### config.mk
export PLATFORM = sky130hd
export DESIGN_NAME = vta_ctrl
export DESIGN_NICKNAME = d
export VERILOG_FILES = /design/src/rtl/vta_pkg.sv /design/src/rtl/vta_ctrl.sv
export SDC_FILE = /design/constraint.sdc
export NUM_CORES = 1
export LEC_CHECK = 0
export ABC_AREA = 1
export BUFFER_PORTS_ARGS = -buffer_cell sky130_fd_sc_hd__buf_2
export CORE_MARGIN = 5
export CORE_UTILIZATION = 60
export CTS_BUF_LIST = sky130_fd_sc_hd__clkbuf_2 sky130_fd_sc_hd__clkbuf_4 sky130_fd_sc_hd__clkbuf_8
export DETAILED_ROUTE_END_ITERATION = 12
export GPL_TIMING_DRIVEN = 1
export PLACE_DENSITY = 0.84
export SLEW_MARGIN = 20
export SYNTH_ARGS = -nofsm -noshare
export SYNTH_HDL_FRONTEND = slang
export SYNTH_SLANG_ARGS = --single-unit
### constraint.sdc
create_clock -name clk_i -period 2.45 [get_ports clk_i]
set_clock_uncertainty 0.2 [all_clocks]
set_input_delay 0.245 -clock clk_i [delete_from_list [all_inputs] [get_ports clk_i]]
set_output_delay 0.245 -clock clk_i [all_outputs]
set_load 0.01 [all_outputs]
### src/rtl/vta_pkg.sv
// ----------------------------------------------------------------------------
// vta_pkg: shared types and constants for the vertex tangent accumulator
// Sizes, function and status codes, controller states and the command and
// status groups that join the controller to the datapath.
// ----------------------------------------------------------------------------
package vta_pkg;

  localparam int unsigned VERT_CNT = 2048;
  localparam int unsigned IDX_W    = $clog2(VERT_CNT);
  localparam int unsigned Q_W      = 16;
  localparam int unsigned SUM_W    = 32;
  localparam int unsigned CFG_W    = 16;
  localparam int unsigned DVD_W    = 48;
  localparam int unsigned DVS_W    = 36;
  localparam int unsigned SQ_W     = 62;
  localparam int unsigned ROOT_W   = SQ_W / 2;

  typedef enum logic [1:0] {
    FUNC_LOAD = 2'd0,
    FUNC_FACE = 2'd1,
    FUNC_READ = 2'd2,
    FUNC_NONE = 2'd3
  } func_e;

  typedef enum logic [1:0] {
    STAT_OK   = 2'd0,
    STAT_SKIP = 2'd1,
    STAT_ZERO = 2'd2,
    STAT_SAT  = 2'd3
  } status_e;

  typedef enum logic [4:0] {
    OP_IDLE, OP_CAPTURE, OP_LOAD_WR, OP_RD_A, OP_RD_B, OP_RD_C, OP_DELTA,
    OP_DET_MUL, OP_DET_SUB, OP_F_SKIP, OP_NUM_MUL, OP_NUM_SUB, OP_FDIV_PREP,
    OP_DIV_START, OP_F_CLAMP, OP_SUM_RD, OP_SUM_WR, OP_F_END, OP_R_RD,
    OP_R_DOT, OP_R_DSUM, OP_R_DRND, OP_R_ND, OP_R_NDR, OP_R_W, OP_R_ZERO,
    OP_R_SHIFT, OP_R_SQ, OP_R_SQSUM, OP_SQRT_START, OP_RDIV_PREP, OP_R_RES
  } dp_op_e;

  typedef enum logic [5:0] {
    ST_IDLE, ST_LOAD, ST_F_RDA, ST_F_RDB, ST_F_RDC, ST_F_DELTA, ST_F_DETM,
    ST_F_DETS, ST_F_CHK, ST_F_NMUL, ST_F_NSUB, ST_F_DPREP, ST_F_DGO,
    ST_F_DWAIT, ST_F_CLAMP, ST_F_SRD, ST_F_SWR, ST_F_END, ST_R_RD, ST_R_DOT,
    ST_R_DSUM, ST_R_DRND, ST_R_ND, ST_R_NDR, ST_R_W, ST_R_CHK, ST_R_SHIFT,
    ST_R_SQ, ST_R_SQSUM, ST_R_SGO, ST_R_SWAIT, ST_R_DPREP, ST_R_DGO,
    ST_R_DWAIT, ST_R_RES, ST_DONE
  } state_e;

  typedef struct packed {
    dp_op_e     op;
    logic [1:0] k;
  } dp_cmd_t;

  typedef struct packed {
    logic skip;
    logic w_zero;
    logic w_big;
    logic div_done;
    logic sqrt_done;
  } dp_stat_t;

  typedef struct packed {
    logic [2:0][Q_W-1:0] pos;
    logic [1:0][Q_W-1:0] tex;
    logic [2:0][Q_W-1:0] nrm;
  } vtx_t;

  typedef logic [2:0][SUM_W-1:0] sum_t;

endpackage

### src/rtl/vta_ctrl.sv
// ----------------------------------------------------------------------------
// vta_ctrl: item sequencer
// Steps the datapath through load, face and read work and raises the
// result strobe once per item.
// ----------------------------------------------------------------------------
module vta_ctrl import vta_pkg::*; (
  input  logic       clk_i,
  input  logic       rst_ni,
  input  logic       start_i,
  input  logic [1:0] func_i,
  input  dp_stat_t   stat_i,
  output dp_cmd_t    cmd_o,
  output logic       busy_o,
  output logic       done_o
);

  state_e     state_q, state_d;
  logic [1:0] k_q, k_d;

  // state and corner counter
  always_ff @(posedge clk_i or negedge rst_ni) begin
    if (!rst_ni) begin
      state_q <= ST_IDLE;
      k_q     <= '0;
    end else begin
      state_q <= state_d;
      k_q     <= k_d;
    end
  end

  // next state and datapath commands
  always_comb begin
    state_d   = state_q;
    k_d       = k_q;
    cmd_o.op  = OP_IDLE;
    cmd_o.k   = k_q;
    busy_o    = (state_q != ST_IDLE);
    done_o    = (state_q == ST_DONE);
    case (state_q)
      ST_IDLE: begin
        if (start_i) begin
          cmd_o.op = OP_CAPTURE;
          k_d      = '0;
          case (func_i)
            FUNC_LOAD: state_d = ST_LOAD;
            FUNC_FACE: state_d = ST_F_RDA;
            FUNC_READ: state_d = ST_R_RD;
            default:   state_d = ST_DONE;
          endcase
        end
      end
      ST_LOAD: begin
        cmd_o.op = OP_LOAD_WR;
        state_d  = ST_DONE;
      end
      // face: fetch corners, form deltas and determinant
      ST_F_RDA:   begin cmd_o.op = OP_RD_A;    state_d = ST_F_RDB;   end
      ST_F_RDB:   begin cmd_o.op = OP_RD_B;    state_d = ST_F_RDC;   end
      ST_F_RDC:   begin cmd_o.op = OP_RD_C;    state_d = ST_F_DELTA; end
      ST_F_DELTA: begin cmd_o.op = OP_DELTA;   state_d = ST_F_DETM;  end
      ST_F_DETM:  begin cmd_o.op = OP_DET_MUL; state_d = ST_F_DETS;  end
      ST_F_DETS:  begin cmd_o.op = OP_DET_SUB; state_d = ST_F_CHK;   end
      ST_F_CHK: begin
        if (stat_i.skip) begin
          cmd_o.op = OP_F_SKIP;
          state_d  = ST_DONE;
        end else begin
          k_d     = '0;
          state_d = ST_F_NMUL;
        end
      end
      // face: one tangent component per pass
      ST_F_NMUL:  begin cmd_o.op = OP_NUM_MUL;   state_d = ST_F_NSUB;  end
      ST_F_NSUB:  begin cmd_o.op = OP_NUM_SUB;   state_d = ST_F_DPREP; end
      ST_F_DPREP: begin cmd_o.op = OP_FDIV_PREP; state_d = ST_F_DGO;   end
      ST_F_DGO:   begin cmd_o.op = OP_DIV_START; state_d = ST_F_DWAIT; end
      ST_F_DWAIT: begin
        if (stat_i.div_done) state_d = ST_F_CLAMP;
      end
      ST_F_CLAMP: begin
        cmd_o.op = OP_F_CLAMP;
        if (k_q == 2'd2) begin
          k_d     = '0;
          state_d = ST_F_SRD;
        end else begin
          k_d     = k_q + 1'b1;
          state_d = ST_F_NMUL;
        end
      end
      // face: read-modify-write of each corner's sum
      ST_F_SRD: begin cmd_o.op = OP_SUM_RD; state_d = ST_F_SWR; end
      ST_F_SWR: begin
        cmd_o.op = OP_SUM_WR;
        if (k_q == 2'd2) begin
          k_d     = '0;
          state_d = ST_F_END;
        end else begin
          k_d     = k_q + 1'b1;
          state_d = ST_F_SRD;
        end
      end
      ST_F_END: begin cmd_o.op = OP_F_END; state_d = ST_DONE; end
      // read: project out the normal
      ST_R_RD:   begin cmd_o.op = OP_R_RD;   state_d = ST_R_DOT;  end
      ST_R_DOT:  begin cmd_o.op = OP_R_DOT;  state_d = ST_R_DSUM; end
      ST_R_DSUM: begin cmd_o.op = OP_R_DSUM; state_d = ST_R_DRND; end
      ST_R_DRND: begin cmd_o.op = OP_R_DRND; state_d = ST_R_ND;   end
      ST_R_ND:   begin cmd_o.op = OP_R_ND;   state_d = ST_R_NDR;  end
      ST_R_NDR:  begin cmd_o.op = OP_R_NDR;  state_d = ST_R_W;    end
      ST_R_W:    begin cmd_o.op = OP_R_W;    state_d = ST_R_CHK;  end
      ST_R_CHK: begin
        if (stat_i.w_zero) begin
          cmd_o.op = OP_R_ZERO;
          state_d  = ST_DONE;
        end else begin
          state_d = ST_R_SHIFT;
        end
      end
      // read: scale down until every component is below 2^30
      ST_R_SHIFT: begin
        if (stat_i.w_big) cmd_o.op = OP_R_SHIFT;
        else              state_d  = ST_R_SQ;
      end
      ST_R_SQ:    begin cmd_o.op = OP_R_SQ;       state_d = ST_R_SQSUM; end
      ST_R_SQSUM: begin cmd_o.op = OP_R_SQSUM;    state_d = ST_R_SGO;   end
      ST_R_SGO:   begin cmd_o.op = OP_SQRT_START; state_d = ST_R_SWAIT; end
      ST_R_SWAIT: begin
        if (stat_i.sqrt_done) begin
          k_d     = '0;
          state_d = ST_R_DPREP;
        end
      end
      // read: divide each component by the length
      ST_R_DPREP: begin cmd_o.op = OP_RDIV_PREP; state_d = ST_R_DGO;   end
      ST_R_DGO:   begin cmd_o.op = OP_DIV_START; state_d = ST_R_DWAIT; end
      ST_R_DWAIT: begin
        if (stat_i.div_done) state_d = ST_R_RES;
      end
      ST_R_RES: begin
        cmd_o.op = OP_R_RES;
        if (k_q == 2'd2) begin
          k_d     = '0;
          state_d = ST_DONE;
        end else begin
          k_d     = k_q + 1'b1;
          state_d = ST_R_DPREP;
        end
      end
      ST_DONE: state_d = ST_IDLE;
      default: state_d = ST_IDLE;
    endcase
  end

endmodule

==> impl_metrics.ini, run 1 <==
[status]
status = finished, final reports clean

[yosys]
synth_ff_type = dfrtp_1
synth_cells = 217
yosys-top-cells-count = nand2_1, nand3_1, nor2_1
syn-cell-area_um2 = 1166
yosys.area.top_type = nand2_1
synth-edff-count = 0
synth_cell_types = 24
synth-seq-cells = 8
synth_area_leaders = nand2_1, dfrtp_1, nand3_1, nor2_1, inv_1
yosysSeqAreaShare_pct = 17.17
yosys.area.top_type_share_pct = 20.60
ys_warn_count = 0
synthArstFlopShare_pct = 100.0
synth_most_common_cell = nand2_1
synthesis.nets = 230
syn_area_per_cell_um2 = 5.374

[critical_path]
required_ns = 2.01
worstSetupEndpointType = primary output
path_class = flop to primary output
startpoint_type = flop
cp_data_arrival_time_ns = 1.92
worst-path-max-fanout = 5

[pwr]
p_leak_uw = 0.0008705
switching_share_pct = 59.20
p_switching_uw = 1011
p_total_uw = 1707
power.density_nw_per_um2 = 1249
clockPowerShare_pct = 5.7
seqPwrFrac_pct = 17.4
power.internal_uw = 696.6
peakVddDrop_mv = 0.9233
pwr-share-comb_pct = 77.0

[route]
detail_route.iter0.violations = 169
wl_met1_mm = 1.492
wl_met2_mm = 1.704
drtAntennaViolNets = 0
routed.top_layer = met4
wl_per_cell_um = 15.06
routed_via_density = 6.127
drcViolationCount = 0
route.met3.wl_um = 584
wl_mm = 4.035
via_count = 1642
drtPass1Iterations = 6

[die]
rows = 16
die_h_um = 54.09
pin_count = 19
dieWidth_um = 54.09
core_um2 = 1902
initial_utilization_pct = 61.32
fp.dieArea_um2 = 2925

[sta]
slew_viol_final = 0
fin_crit_ns = 2.364
rsz0062_at_grt = false
setup_violations = 0
fmax_mhz = 423.0
maxSlewHeadroom_pct = 74.79
hold_violations = 0
worst_slew_pin_slew_ns = 0.3767
setup_tns_ns = 0
timing.final.crit_share_pct = 96.50

[global_route]
grt_start_max_net_pins = 17
grt_first_pass_wirelength_mm = 6.196
first_global_vias = 1379
antenna_found_initial = 0
grt.total_usage_pct = 29.32
gr-total-overflow = 0

[final_layout]
final_design_area_no_fill_um2 = 1366
fillers = 170
antenna_cells = 0
drive_above_1_share_pct = 16.18
area_delta_synth_final_pct = 17.17
final_nets = 256
fin_util_pct = 71.84

[clock_network]
clk_latency_ns = 0.25
clock-sinks = 8
cts_htree_levels = 1
cts_buffers = 3
clkTransAtPathRegs_ns = 0.05
cts_tree = done
cts-root-buf = clkbuf_4
clk_path_buf_depth = 2

[place]
place.gp.congestion = 1.020
io_buffers = 18
post_dp_cell_area_um2 = 1280
dpl.hpwl_mm = 3.024

[run]
drv_cap = 0

[worst_hold_path]
hp-class = input pin to flop
==> power by group through the flow <==
| stage | registers, uW | logic (uW) | clock network (uW) |
|---|---|---|---|
| floorplan | 266 | 854 | 0 |
| global placement | 273 | 1210 | 0 |
| detailed placement | 276 | 1190 | 0 |
| CTS | 277 | 1200 | 99.9 |
| global route | 305 | 1440 | 108 |
| finish | 297 | 1310 | 96.7 |
==> worst max-delay path, cell delays in order, from the launching register on <==
cell and delay (ns):
dfrtp_1 0.44, inv_1 0.18, nand2_1 0.12, nor2_1 0.26, nand3_1 0.21, nand3b_1 0.17, nor2_1 0.06, nand4_1 0.09
buf_2 0.14
==> stage by stage <==
step	std cells	worst slack, ns	hold WS, ns
finish	268	0.08587	0.02433
global route	268	0.02058	0.03104
CTS	264	0.1157	0.01778
detailed placement	260	0.1845	-0.1095
global placement	260	0.2575	-0.1117
floorplan	217	0.7054	-0.2506
==> path summary, 6_finish.rpt <==
path / cells after the start / slack (ns) / startpoint / end
max: 8 / 0.09 / state_q[1]$_DFFE_PN0P_ / cmd_o[5]
max in group asynchronous: 2 / 1.68 / rst_ni / state_q[0]$_DFFE_PN0P_
min reg2reg: 2 / 0.33 / k_q[1]$_DFFE_PN0P_ / k_q[1]$_DFFE_PN0P_
min: 2 / 0.02 / stat_i[1] / state_q[5]$_DFFE_PN0P_
max reg2reg: 11 / 0.48 / state_q[4]$_DFFE_PN0P_ / state_q[4]$_DFFE_PN0P_
min in group asynchronous: 2 / 0.19 / rst_ni / state_q[5]$_DFFE_PN0P_
==> sequential cells by signal (all words and copies together) (netlist names) <==
signal,cells
state_q,6
k_q,2
==> kinds of logic (layout without fill, tap and decap cells) <==
kind of cell	count (synthesis)	in the layout	synth area share [%]
compound gates	17	17	8.154
fa+ha+maj	3	3	3.219
buf+inv	32	56	11.16
simple gates	157	157	60.30
flops	8	8	17.17
==> final cells by class <==
type / instances / area, um^2 / share of cell area [%]
clock buffer: 3 / 22.52 / 1.648
inverter: 28 / 105.1 / 7.692
multi-input combinational: 177 / 858.3 / 62.82
sequential: 8 / 201.4 / 14.74
tap: 27 / 33.78 / 2.473
timing repair buffer: 25 / 145.1 / 10.62
==> cells in the final DEF (no fill, tap or decap), types with 3 or more instances in the layout <==
master | synthesis | layout
inv_1 | 26 | 26
buf_4 | 2 | 6
clkbuf_4 | 0 | 3
nor2_1 | 34 | 31
nand2_1 | 64 | 64
nor2_4 | 1 | 4
nand4_1 | 8 | 8
buf_2 | 2 | 18
nand3_1 | 34 | 34
a21oi_1 | 5 | 5
nor3_1 | 6 | 6
o21ai_0 | 7 | 7
nor2_2 | 3 | 3
dfrtp_1 | 8 | 7
ha_1 | 3 | 3
==> what timing repair did <==
item | 4_1_cts | 5_1_grt
pin swaps | 0 | 1
endpoints found under the hold margin | 8 | 0
setup endpoints to repair | 4 | 3
resized for setup | 1 | 6
hold buffers | 1 | 0
buffers inserted | 0 | 4
==> per-layer routing <==
layer | track usage (%) | vias up
met3 | 9.141 | 34
met4 | 16.18 | 0
met2 | 44.76 | 155
li1 | - | 760
met5 | 0 | -
met1 | 36.33 | 693
Power figures use the tool's default switching activity.
==> run 2: changes to the inputs <==
- PLACE_DENSITY: 0.84 -> 0.87
- TNS_END_PERCENT: unset -> 30
==> impl_metrics.ini, run 2 (synthesis gave the netlist of run 1 again) <==
[status]
status = finished, final reports clean

[sta]
fin_crit_ns = 2.420
slew_viol_final = 0
hold_violations = 0
fmax_mhz = 413.3
worst_slew_pin_slew_ns = 0.3622
timing.final.crit_share_pct = 98.76
setup_ws_ns = 0.03044
maxSlewHeadroom_pct = 75.80
setup_violations = 0

[critical_path]
reg2reg_depth = 10
startpoint_type = flop
required_ns = 2.01
cp_common_cell = nand2_1
path_class = flop to primary output
slowest_stage = dfrtp_1
worst-path-max-fanout = 7
worstSetupEndpointType = primary output
r2r-start = state_q[4]$_DFFE_PN0P_
cp_slowest_stage_delay_ns = 0.53
path_cells = nand2_1, inv_1, nand2_1, o21ai_0, nand2_1, nor2_1, nor3_1, nand3_1, buf_2
r2r_end = state_q[1]$_DFFE_PN0P_
reg2reg_slack_ns = 0.47
cp_data_arrival_time_ns = 1.97

[die]
pin_count = 19
dieWidth_um = 54.09
fp.dieArea_um2 = 2925
rows = 16
die_h_um = 54.09
initial_utilization_pct = 61.32
core_um2 = 1902

[route]
wl_mm = 3.933
detail_route.iter0.violations = 168
drtPass1Iterations = 6
drcViolationCount = 0
drtAntennaViolNets = 0
wl_per_cell_um = 14.90
routed_via_density = 6.068
via_count = 1602

[clock_network]
cts_tree = done
clkTransAtPathRegs_ns = 0.06
clock-sinks = 8
cts_htree_levels = 1
clk_latency_ns = 0.26
clk_path_buf_depth = 2
cts_buffers = 3
cts-root-buf = clkbuf_4

[worst_hold_path]
hold_start = stat_i[1]
hp-class = input pin to flop
worstHoldEndpoint = state_q[5]$_DFFE_PN0P_
hold_depth = 2

[global_route]
gr-total-overflow = 0
grt_first_pass_wirelength_mm = 6.368
antenna_found_initial = 0
first_global_vias = 1458
grt_start_max_net_pins = 17
grt.total_usage_pct = 30.12

[run]
drv_cap = 0

[final_layout]
final-seq-area_um2 = 200.2
area_delta_synth_final_pct = 14.48
final_design_area_no_fill_um2 = 1335
final_nets = 252
drive_above_1_share_pct = 14.35
reg_top3 = state_q (6), k_q (2)
fillers = 166
fin_cells = 264
final_common_cell = nand2_1
largest-register = state_q
largest_register_ffs = 6
antenna_cells = 0
multi_input_comb_area_um2 = 858.3
final_cell_mix = nand2_1, nand3_1, nor2_1

[place]
place.gp.congestion = 1.051
io_buffers = 18
dpl.hpwl_mm = 2.946
post-place-cells = 260
preCtsSetupSlack_ns = 0.2114
post_dp_cell_area_um2 = 1280

[pwr]
p_total_uw = 1657
p_leak_uw = 0.0008512
peakVddDrop_mv = 0.7917
power.density_nw_per_um2 = 1241
-- run 2: changes by cell type in the layout (fill, tap and decap cells not counted), sizes merged --
| cell | before | now |
|---|---|---|
| buf | 24 | 20 |
-- run 2: critical path: cells and delay by family (launching register included) --
kind / cells / cell delay (ns)
flip-flops: 1 / 0.53
AO/OA/AOI/OAI: 1 / 0.08
buffers and inverters: 2 / 0.35
AND/OR/NAND/NOR: 6 / 0.76
-- run 2: metrics by stage --
step | utilization (%) | hold slack [ns] | setup TNS [ns]
after floorplan | - | -0.2506 | 0
after global placement | 67.30 | -0.1123 | 0
after detailed placement | 67.30 | -0.1071 | 0
after CTS | 69.14 | 0.01002 | 0
after global routing | 70.20 | 0.002513 | -0.03417
final | 70.20 | 0.01230 | 0
-- run 2: layout make-up --
type	count	share of cell area, %
Inverter	28	7.873
Clock buffer	3	1.687
Sequential cell	8	15.00
Tap cell	27	2.530
Timing Repair Buffer	21	8.622
Multi-Input combinational cell	177	64.29
-- run 2: what timing repair did --
item                                   in CTS  in global routing
setup buffers                               0                  0
hold buffers                                1                  0
setup endpoints to repair                   4                  4
endpoints found under the hold margin       8                  0
gates resized for setup                     1                  5
-- run 2: power breakdown --
group	total (uW)	switching (uW)	internal, uW
registers	297	102	195
clock network	102	45.5	56.1
logic	1260	850	409
total	1660	998	660
-- run 2: worst max-delay path by stage --
stage	startpoint	endpoint	slack (ns)	cells after the start
floorplan	state_q[5]$_DFFE_PN0P_	cmd_o[4]	0.71	8
global placement	state_q[1]$_DFFE_PN0P_	cmd_o[6]	0.27	9
detailed placement	state_q[1]$_DFFE_PN0P_	cmd_o[6]	0.21	9
CTS	state_q[5]$_DFFE_PN0P_	cmd_o[4]	0.13	9
global route	state_q[0]$_DFFE_PN0P_	cmd_o[6]	-0.03	9
finish	state_q[0]$_DFFE_PN0P_	cmd_o[6]	0.03	9
-- run 2: layer usage --
layer	up-vias	share of wire [%]	GRT usage, %
li1	753	-	-
met1	664	37	39.20
met2	160	44	43.95
met3	25	15	10.53
met4	0	4.6	14.52
met5	-	0	0
